**src/sv/deq_pkg.sv**
```systemverilog
// Shared types, widths and command codes for the double-ended queue with search.
`default_nettype none
package deq_pkg;

    // Storage size and derived widths.
    localparam int DEPTH   = 16;
    localparam int DATA_W  = 32;
    localparam int IDX_W   = (DEPTH > 1) ? $clog2(DEPTH) : 1;
    localparam int CNT_W   = $clog2(DEPTH + 1);
    localparam int CMD_W   = 3;
    localparam int STAT_W  = 2;

    typedef logic signed [DATA_W-1:0] t_word;
    typedef logic [CNT_W-1:0]         t_count;
    typedef logic [IDX_W-1:0]         t_index;
    typedef logic [CMD_W-1:0]         t_cmd;
    typedef logic [STAT_W-1:0]        t_status;

    // Command codes.
    localparam t_cmd CMD_PUSH_FRONT = 3'd0;
    localparam t_cmd CMD_PUSH_BACK  = 3'd1;
    localparam t_cmd CMD_POP_FRONT  = 3'd2;
    localparam t_cmd CMD_POP_BACK   = 3'd3;
    localparam t_cmd CMD_SEARCH     = 3'd4;
    localparam t_cmd CMD_REVERSE    = 3'd5;

    // Status codes.
    localparam t_status STAT_OK    = 2'd0;
    localparam t_status STAT_EMPTY = 2'd1;
    localparam t_status STAT_FULL  = 2'd2;

    // Control broadcast from the sequencer to every cell in the chain.
    typedef struct packed {
        logic   shift_up;    // push at the low end: every cell takes its lower neighbor
        logic   shift_down;  // pop at the low end: every cell takes its upper neighbor
        logic   write_top;   // push at the high end: the cell at the count position loads
        t_count count;       // current number of held elements
        t_word  value;       // value to push or search target
    } t_cell_ctrl;

endpackage
`default_nettype wire

```
**src/sv/deq_if.sv**
```systemverilog
// Valid/ready channel interfaces for commands and results of the queue.
`default_nettype none
interface deq_cmd_if;
    import deq_pkg::*;

    logic  valid;
    logic  ready;
    t_cmd  cmd;
    t_word value;

    modport source (output valid, output cmd, output value, input ready);
    modport sink   (input valid, input cmd, input value, output ready);
endinterface

interface deq_res_if;
    import deq_pkg::*;

    logic    valid;
    logic    ready;
    t_word   popped_value;
    logic    found;
    t_status status;
    t_count  occupancy;

    modport source (output valid, output popped_value, output found, output status,
                    output occupancy, input ready);
    modport sink   (input valid, input popped_value, input found, input status,
                    input occupancy, output ready);
endinterface
`default_nettype wire

```
**src/sv/deq_cell.sv**
```systemverilog
// One storage cell of the queue chain: holds one element and compares it.
`default_nettype none
module deq_cell (
    input  wire logic                i_clk,
    input  wire deq_pkg::t_cell_ctrl i_ctrl,
    input  wire deq_pkg::t_index     i_idx,
    input  wire deq_pkg::t_word      i_from_lo,
    input  wire deq_pkg::t_word      i_from_hi,
    output      deq_pkg::t_word      o_data,
    output      logic                o_match,
    output      deq_pkg::t_word      o_top_data
);
    import deq_pkg::*;

    t_word  r_data;
    t_word  n_data;
    t_count w_pos;
    logic   w_valid;
    logic   w_is_top;

    assign w_pos    = t_count'(i_idx);
    assign w_valid  = w_pos < i_ctrl.count;
    assign w_is_top = w_valid && (w_pos + t_count'(1) == i_ctrl.count);

    // Next content: shift from a neighbor or load the pushed value.
    always_comb begin
        n_data = r_data;
        if (i_ctrl.shift_up) begin
            n_data = i_from_lo;
        end else if (i_ctrl.shift_down) begin
            n_data = i_from_hi;
        end else if (i_ctrl.write_top && (w_pos == i_ctrl.count)) begin
            n_data = i_ctrl.value;
        end
    end

    // Element storage needs no reset; occupancy decides what is valid.
    always_ff @(posedge i_clk) begin
        r_data <= n_data;
    end

    // Local compare against the target and gated read of the high-end element.
    assign o_data     = r_data;
    assign o_match    = w_valid && (r_data == i_ctrl.value);
    assign o_top_data = w_is_top ? r_data : '0;

endmodule
`default_nettype wire

```
**src/sv/double_ended_queue_with_search_unit.sv**
```systemverilog
// Top level: sequencer, chain of storage cells and registered result stage.
// A result is valid in the cycle after its command transaction is accepted.
// Throughput: one command per cycle whenever the result register is empty or being taken;
// every command, search included, completes as it is accepted, because each cell compares its
// own element and the match bits are OR-combined along the chain.
// Reset clears the element count, the direction flag and the result valid, but not the cells.
`default_nettype none
module double_ended_queue_with_search_unit (
    input  wire logic i_clk,
    input  wire logic i_rst_n,
    deq_cmd_if.sink   i_cmd,
    deq_res_if.source o_res
);
    import deq_pkg::*;

    // State of the queue.
    t_count  r_count;
    t_count  n_count;
    logic    r_rev;
    logic    n_rev;

    // Result register.
    logic    r_out_valid;
    t_word   r_popped;
    t_word   n_popped;
    logic    r_found;
    logic    n_found;
    t_status r_status;
    t_status n_status;

    t_cell_ctrl w_ctrl;
    logic       w_accept;
    logic       w_full;
    logic       w_empty;
    logic       w_low;

    t_word      c_data [DEPTH];
    t_word      c_top  [DEPTH];
    logic [DEPTH-1:0] c_match;
    t_word      w_top_data;

    assign i_cmd.ready = !r_out_valid || o_res.ready;
    assign w_accept    = i_cmd.valid && i_cmd.ready;
    assign w_full      = (r_count == t_count'(DEPTH));
    assign w_empty     = (r_count == '0);

    // High-end element: only the top valid cell drives its word; all other cells drive zero.
    always_comb begin
        w_top_data = '0;
        for (int k = 0; k < DEPTH; k++) begin
            w_top_data = w_top_data | c_top[k];
        end
    end

    // Command decoder: cell controls, next state and the result fields.
    always_comb begin
        w_ctrl            = '0;
        w_ctrl.count      = r_count;
        w_ctrl.value      = i_cmd.value;
        n_count           = r_count;
        n_rev             = r_rev;
        n_popped          = '0;
        n_found           = 1'b0;
        n_status          = STAT_OK;
        w_low             = 1'b0;
        if (w_accept) begin
            unique case (i_cmd.cmd) inside
                CMD_PUSH_FRONT, CMD_PUSH_BACK: begin
                    w_low = (i_cmd.cmd == CMD_PUSH_FRONT) != r_rev;
                    if (w_full) begin
                        n_status = STAT_FULL;
                    end else begin
                        w_ctrl.shift_up  = w_low;
                        w_ctrl.write_top = !w_low;
                        n_count          = r_count + t_count'(1);
                    end
                end
                CMD_POP_FRONT, CMD_POP_BACK: begin
                    w_low = (i_cmd.cmd == CMD_POP_FRONT) != r_rev;
                    if (w_empty) begin
                        n_status = STAT_EMPTY;
                    end else begin
                        w_ctrl.shift_down = w_low;
                        n_popped          = w_low ? c_data[0] : w_top_data;
                        n_count           = r_count - t_count'(1);
                    end
                end
                CMD_SEARCH: begin
                    n_found = |c_match;
                end
                CMD_REVERSE: begin
                    n_rev = !r_rev;
                end
                default: begin
                end
            endcase
        end
    end

    // Chain of cells; each end is fed by the pushed value or zero.
    for (genvar g = 0; g < DEPTH; g++) begin : g_cell
        t_word w_lo;
        t_word w_hi;
        if (g == 0) begin : g_first
            assign w_lo = i_cmd.value;
        end else begin : g_mid_lo
            assign w_lo = c_data[g-1];
        end
        if (g == DEPTH - 1) begin : g_last
            assign w_hi = '0;
        end else begin : g_mid_hi
            assign w_hi = c_data[g+1];
        end
        deq_cell u_cell (
            .i_clk      (i_clk),
            .i_ctrl     (w_ctrl),
            .i_idx      (t_index'(g)),
            .i_from_lo  (w_lo),
            .i_from_hi  (w_hi),
            .o_data     (c_data[g]),
            .o_match    (c_match[g]),
            .o_top_data (c_top[g])
        );
    end

    // Control state with synchronous reset.
    always_ff @(posedge i_clk) begin
        if (!i_rst_n) begin
            r_count     <= '0;
            r_rev       <= 1'b0;
            r_out_valid <= 1'b0;
        end else begin
            r_count <= n_count;
            r_rev   <= n_rev;
            if (w_accept) begin
                r_out_valid <= 1'b1;
            end else if (o_res.ready) begin
                r_out_valid <= 1'b0;
            end
        end
    end

    // Result payload is captured with each accepted transaction.
    always_ff @(posedge i_clk) begin
        if (w_accept) begin
            r_popped <= n_popped;
            r_found  <= n_found;
            r_status <= n_status;
        end
    end

    // The occupancy reported is the count after the step, held with the result.
    t_count r_occ;
    always_ff @(posedge i_clk) begin
        if (w_accept) begin
            r_occ <= n_count;
        end
    end

    assign o_res.valid        = r_out_valid;
    assign o_res.popped_value = r_popped;
    assign o_res.found        = r_found;
    assign o_res.status       = r_status;
    assign o_res.occupancy    = r_occ;

endmodule
`default_nettype wire
```
**src/flat_wrapper.sv**
```systemverilog
// flat-port wrapper written by rule: the top's interface ports become plain ports
module double_ended_queue_with_search_unit_flat import deq_pkg::*;
  (i_clk, i_rst_n, i_cmd_valid, i_cmd_cmd, i_cmd_value, i_cmd_ready, o_res_valid, o_res_popped_value, o_res_found, o_res_status, o_res_occupancy, o_res_ready);
  deq_cmd_if i_cmd_i ();
  deq_res_if o_res_i ();
  input  wire logic i_clk;
  input  wire logic i_rst_n;
  input wire logic [$bits(i_cmd_i.valid)-1:0] i_cmd_valid;
  input wire logic [$bits(i_cmd_i.cmd)-1:0] i_cmd_cmd;
  input wire logic [$bits(i_cmd_i.value)-1:0] i_cmd_value;
  output wire logic [$bits(i_cmd_i.ready)-1:0] i_cmd_ready;
  output wire logic [$bits(o_res_i.valid)-1:0] o_res_valid;
  output wire logic [$bits(o_res_i.popped_value)-1:0] o_res_popped_value;
  output wire logic [$bits(o_res_i.found)-1:0] o_res_found;
  output wire logic [$bits(o_res_i.status)-1:0] o_res_status;
  output wire logic [$bits(o_res_i.occupancy)-1:0] o_res_occupancy;
  input wire logic [$bits(o_res_i.ready)-1:0] o_res_ready;
  assign i_cmd_i.valid = i_cmd_valid;
  assign i_cmd_i.cmd = i_cmd_cmd;
  assign i_cmd_i.value = i_cmd_value;
  assign i_cmd_ready = i_cmd_i.ready;
  assign o_res_valid = o_res_i.valid;
  assign o_res_popped_value = o_res_i.popped_value;
  assign o_res_found = o_res_i.found;
  assign o_res_status = o_res_i.status;
  assign o_res_occupancy = o_res_i.occupancy;
  assign o_res_i.ready = o_res_ready;
  double_ended_queue_with_search_unit u_core (.i_clk(i_clk), .i_rst_n(i_rst_n), .i_cmd(i_cmd_i), .o_res(o_res_i));
endmodule
```
**config.mk**
```make
export PLATFORM = sky130hd
export DESIGN_NAME = double_ended_queue_with_search_unit_flat
export DESIGN_NICKNAME = d
export VERILOG_FILES = /design/src/sv/deq_pkg.sv /design/src/sv/deq_if.sv /design/src/sv/deq_cell.sv /design/src/sv/double_ended_queue_with_search_unit.sv /design/src/flat_wrapper.sv
export SDC_FILE = /design/constraint.sdc
export NUM_CORES = 2
export LEC_CHECK = 0
export CAP_MARGIN = 10
export CORE_MARGIN = 2
export CORE_UTILIZATION = 25
export CTS_BUF_LIST = sky130_fd_sc_hd__clkbuf_16
export DETAILED_ROUTE_END_ITERATION = 7
export DONT_BUFFER_PORTS = 1
export GPL_TIMING_DRIVEN = 0
export SYNTH_ARGS = -nofsm -noshare
export SYNTH_HDL_FRONTEND = slang
export SYNTH_SLANG_ARGS = --single-unit
```
**constraint.sdc**
```tcl
create_clock -name i_clk -period 13.9 [get_ports i_clk]
set_input_delay 2.78 -clock i_clk [delete_from_list [all_inputs] [get_ports i_clk]]
set_output_delay 2.78 -clock i_clk [all_outputs]
set_load 0.05 [all_outputs]
```
==> qor.csv <==
metric;value;unit
yosys.area.top_type;edfxtp_1;
hold_buffers;0;
synth_nets;2761;
syn_area_per_cell;12.0;um2
root_buffer;clkbuf_16;
track_usage;0.303;
vdd_drop_max;74.4;uV
wirelength;210;mm
cp.arrival;7460;ps
leakagePower;0.0124;uW
route.detailed.drc;16;
clk_latency;670;ps
p_int;3130;uW
start_util;0.252;
grt_remaining_overflow;0;
violations;DRC, capacitance limit, slew limit;
viasPerCell;6.59;
clockBufferDepth;3;
synthTopCellsByCount;edfxtp_1, a221o_1, xor2_1, clkbuf_1, a22oi_1;
place.gp.congestion;1.08;
synth_cell_types;46;
synth_ff_type;edfxtp_1;
comb_power_share;0.129;
cts_setup_buffers;0;
coreArea;129000;um2
rows;132;
endpoint_kind;flip-flop;
clockPowerShare;0.418;
h-tree-depth;3;
clk_pin_slew_worst_paths;60;ps
post-route-period-util;0.512;
status;finished with violations;
io_pins;81;
hold_start;u_core.r_rev$_SDFFE_PN0P_;
dieArea;134000;um2
syn_inst;2717;
cap_viol_max_count;1;
powerDensity;118;nW/um2
wl_per_cell;45.3;um
areaGrowthSynthToFinish;15.9;%
tightest_slew;1500;ps
grt_pass1_vias;27900;
swShare;0.297;
dr_total_vias;30500;
clock.fmax;0.140;GHz
numCtsBuffers;70;
cts_tree;built;
crit_slowest_cell;nor4_1;
setup_violations;0;
slew_viol_final;10;
fp.dieH;365;um
setup-tns-final;0;ps
synth_area;32600;um2
antenna_found_initial;12;
synth_area_leaders;edfxtp_1, a221o_1, xor2_1;
crit_path_start_kind;input pin;
cts.repair.resized;0;
hold_depth;2;
min_period;7120;ps
synth-edff-count;552;
antenna_left;0;
relSlewSlack;-0.00261;
seq_power_share;0.453;
cp_max_fo;10;
clock_skew;34.7;ps
yosysMostFrequentCell;edfxtp_1;
cts_sinks;559;
p_switching;1320;uW
hold_viol;0;
nets;2869;
ys_seq_elements;559;
path_class;in2reg;
ys_warn_count;0;
r2r-end;u_core.o_res.popped_value[16]$_SDFFCE_PP0P_;
dpl.hpwl;166;mm
n_fill_cell;13400;
drive_above_1_share;0.0837;
grt_max_degree;33;
whs_endpoint;u_core.r_rev$_SDFFE_PN0P_;
reg2reg_slack;8630;ps
first_pass_iters;8;
async_reset_ff_frac;0;
yosysTopAreaCellShare;0.508;
yosysSeqAreaShare;0.512;
rsz0062_at_grt;false;
r2r_cells;8;
portBuffers;0;
hold_class;reg2reg;
max_stage_delay;1240;ps
path_cells;clkbuf_1 > clkbuf_1 > xor2_1 > nor4_1 > nand4_1 > nor3_1 > nor4_1 > a41oi_1;
grt_pass1_wl;270;mm
final_util;0.292;
drt_iter0_markers;6710;
crit_required;14230;ps
die_w;365;um
rr_startpoint;u_core.r_count[4]$_SDFF_PN0_;
-- state kept, by name, summed over array words and instances, names as in the netlist --
register                     flops
u_core.o_res.occupancy           5
u_core.o_res.found               1
u_core.o_res.valid               1
u_core.o_res.popped_value       32
u_core.r_count                   5
u_core.o_res.status              2
u_core.r_rev                     1
u_core.g_cell.u_cell.o_data    512
-- placed cells by master, fill, tap and decap left out, types with 37 or more instances in the layout --
cell type,n
edfxtp_1,552
a221o_1,448
xor2_1,432
clkbuf_1,209
a22oi_1,147
nand2_1,139
nor4_1,110
xnor2_1,85
clkbuf_16,74
nand4_1,72
buf_2,50
and3_1,47
nor2_1,43
nand3_1,37
-- routing by layer --
metal	GRT usage	share of wire
met5	0	0.00038
met4	0.135	0.058
met3	0.117	0.14
met2	0.443	0.42
met1	0.395	0.38
-- worst max-delay path by stage --
stage,start,endpoint,cells after the start
after floorplan,o_res_ready,u_core.g_cell[11].u_cell.o_data[0]$_DFFE_PP_,6
after detailed placement,i_cmd_value[29],u_core.o_res.found$_SDFFCE_PP0P_,8
after global routing,i_cmd_value[29],u_core.o_res.found$_SDFFCE_PP0P_,8
final,i_cmd_value[29],u_core.o_res.found$_SDFFCE_PP0P_,8
after global placement,o_res_ready,u_core.g_cell[15].u_cell.o_data[19]$_DFFE_PP_,6
after CTS,i_cmd_value[29],u_core.o_res.found$_SDFFCE_PP0P_,8
-- area by class of cell --
cell class / instances / area [um2] / share of cell area
flip-flops and latches: 559 / 16700 / 0.442
well taps: 1742 / 2180 / 0.0576
clock buffers: 74 / 1850 / 0.0489
inverters: 7 / 26.3 / 0.000694
diodes: 5 / 12.5 / 0.000331
plain buffers: 315 / 1510 / 0.0398
repair buffers: 36 / 589 / 0.0156
multi-input cells: 1836 / 14600 / 0.386
clock inverters: 52 / 355 / 0.00939
-- power groups by stage --
stage | clock network [uW] | registers, uW | logic [uW]
floorplan | 0 | 2010 | 289
global placement | 0 | 2060 | 513
detailed placement | 0 | 2050 | 528
CTS | 1850 | 2010 | 531
global route | 1910 | 2020 | 571
finish | 1860 | 2020 | 574
-- worst max-delay path, delay by kind of cell --
family,cells,cell delay [ps]
AOI/OAI and AO/OA,1,620
xor gates and xnor gates,1,340
buffers and inverters,2,1710
and+or+nand+nor,4,1990
-- kinds of logic (layout without fill, tap and decap cells) --
family	after synthesis	in the layout	synth area share
other cells	0	5	0
flops	559	559	0.512
fa+ha+maj	5	5	0.00192
xor+xnor	517	517	0.139
buf+inv	322	484	0.0469
simple gates	494	494	0.0794
compound gates	820	820	0.221
-- through the flow --
stage | power [uW] | hold WS (ps) | instances | cell area, um2 | worst slack (ps)
6_report | 4450 | 598 | 4626 | 37800 | 6780
5_1_grt | 4490 | 626 | 4621 | 37800 | 7060
4_1_cts | 4400 | 599 | 4617 | 37800 | 7220
3_5_place_dp | 2580 | 568 | 4491 | 35500 | 6580
3_3_place_gp | 2570 | 570 | 4459 | 34800 | 1620
2_1_floorplan | 2300 | 538 | 2717 | 32600 | 6140
(Power assumes the default switching activity.)
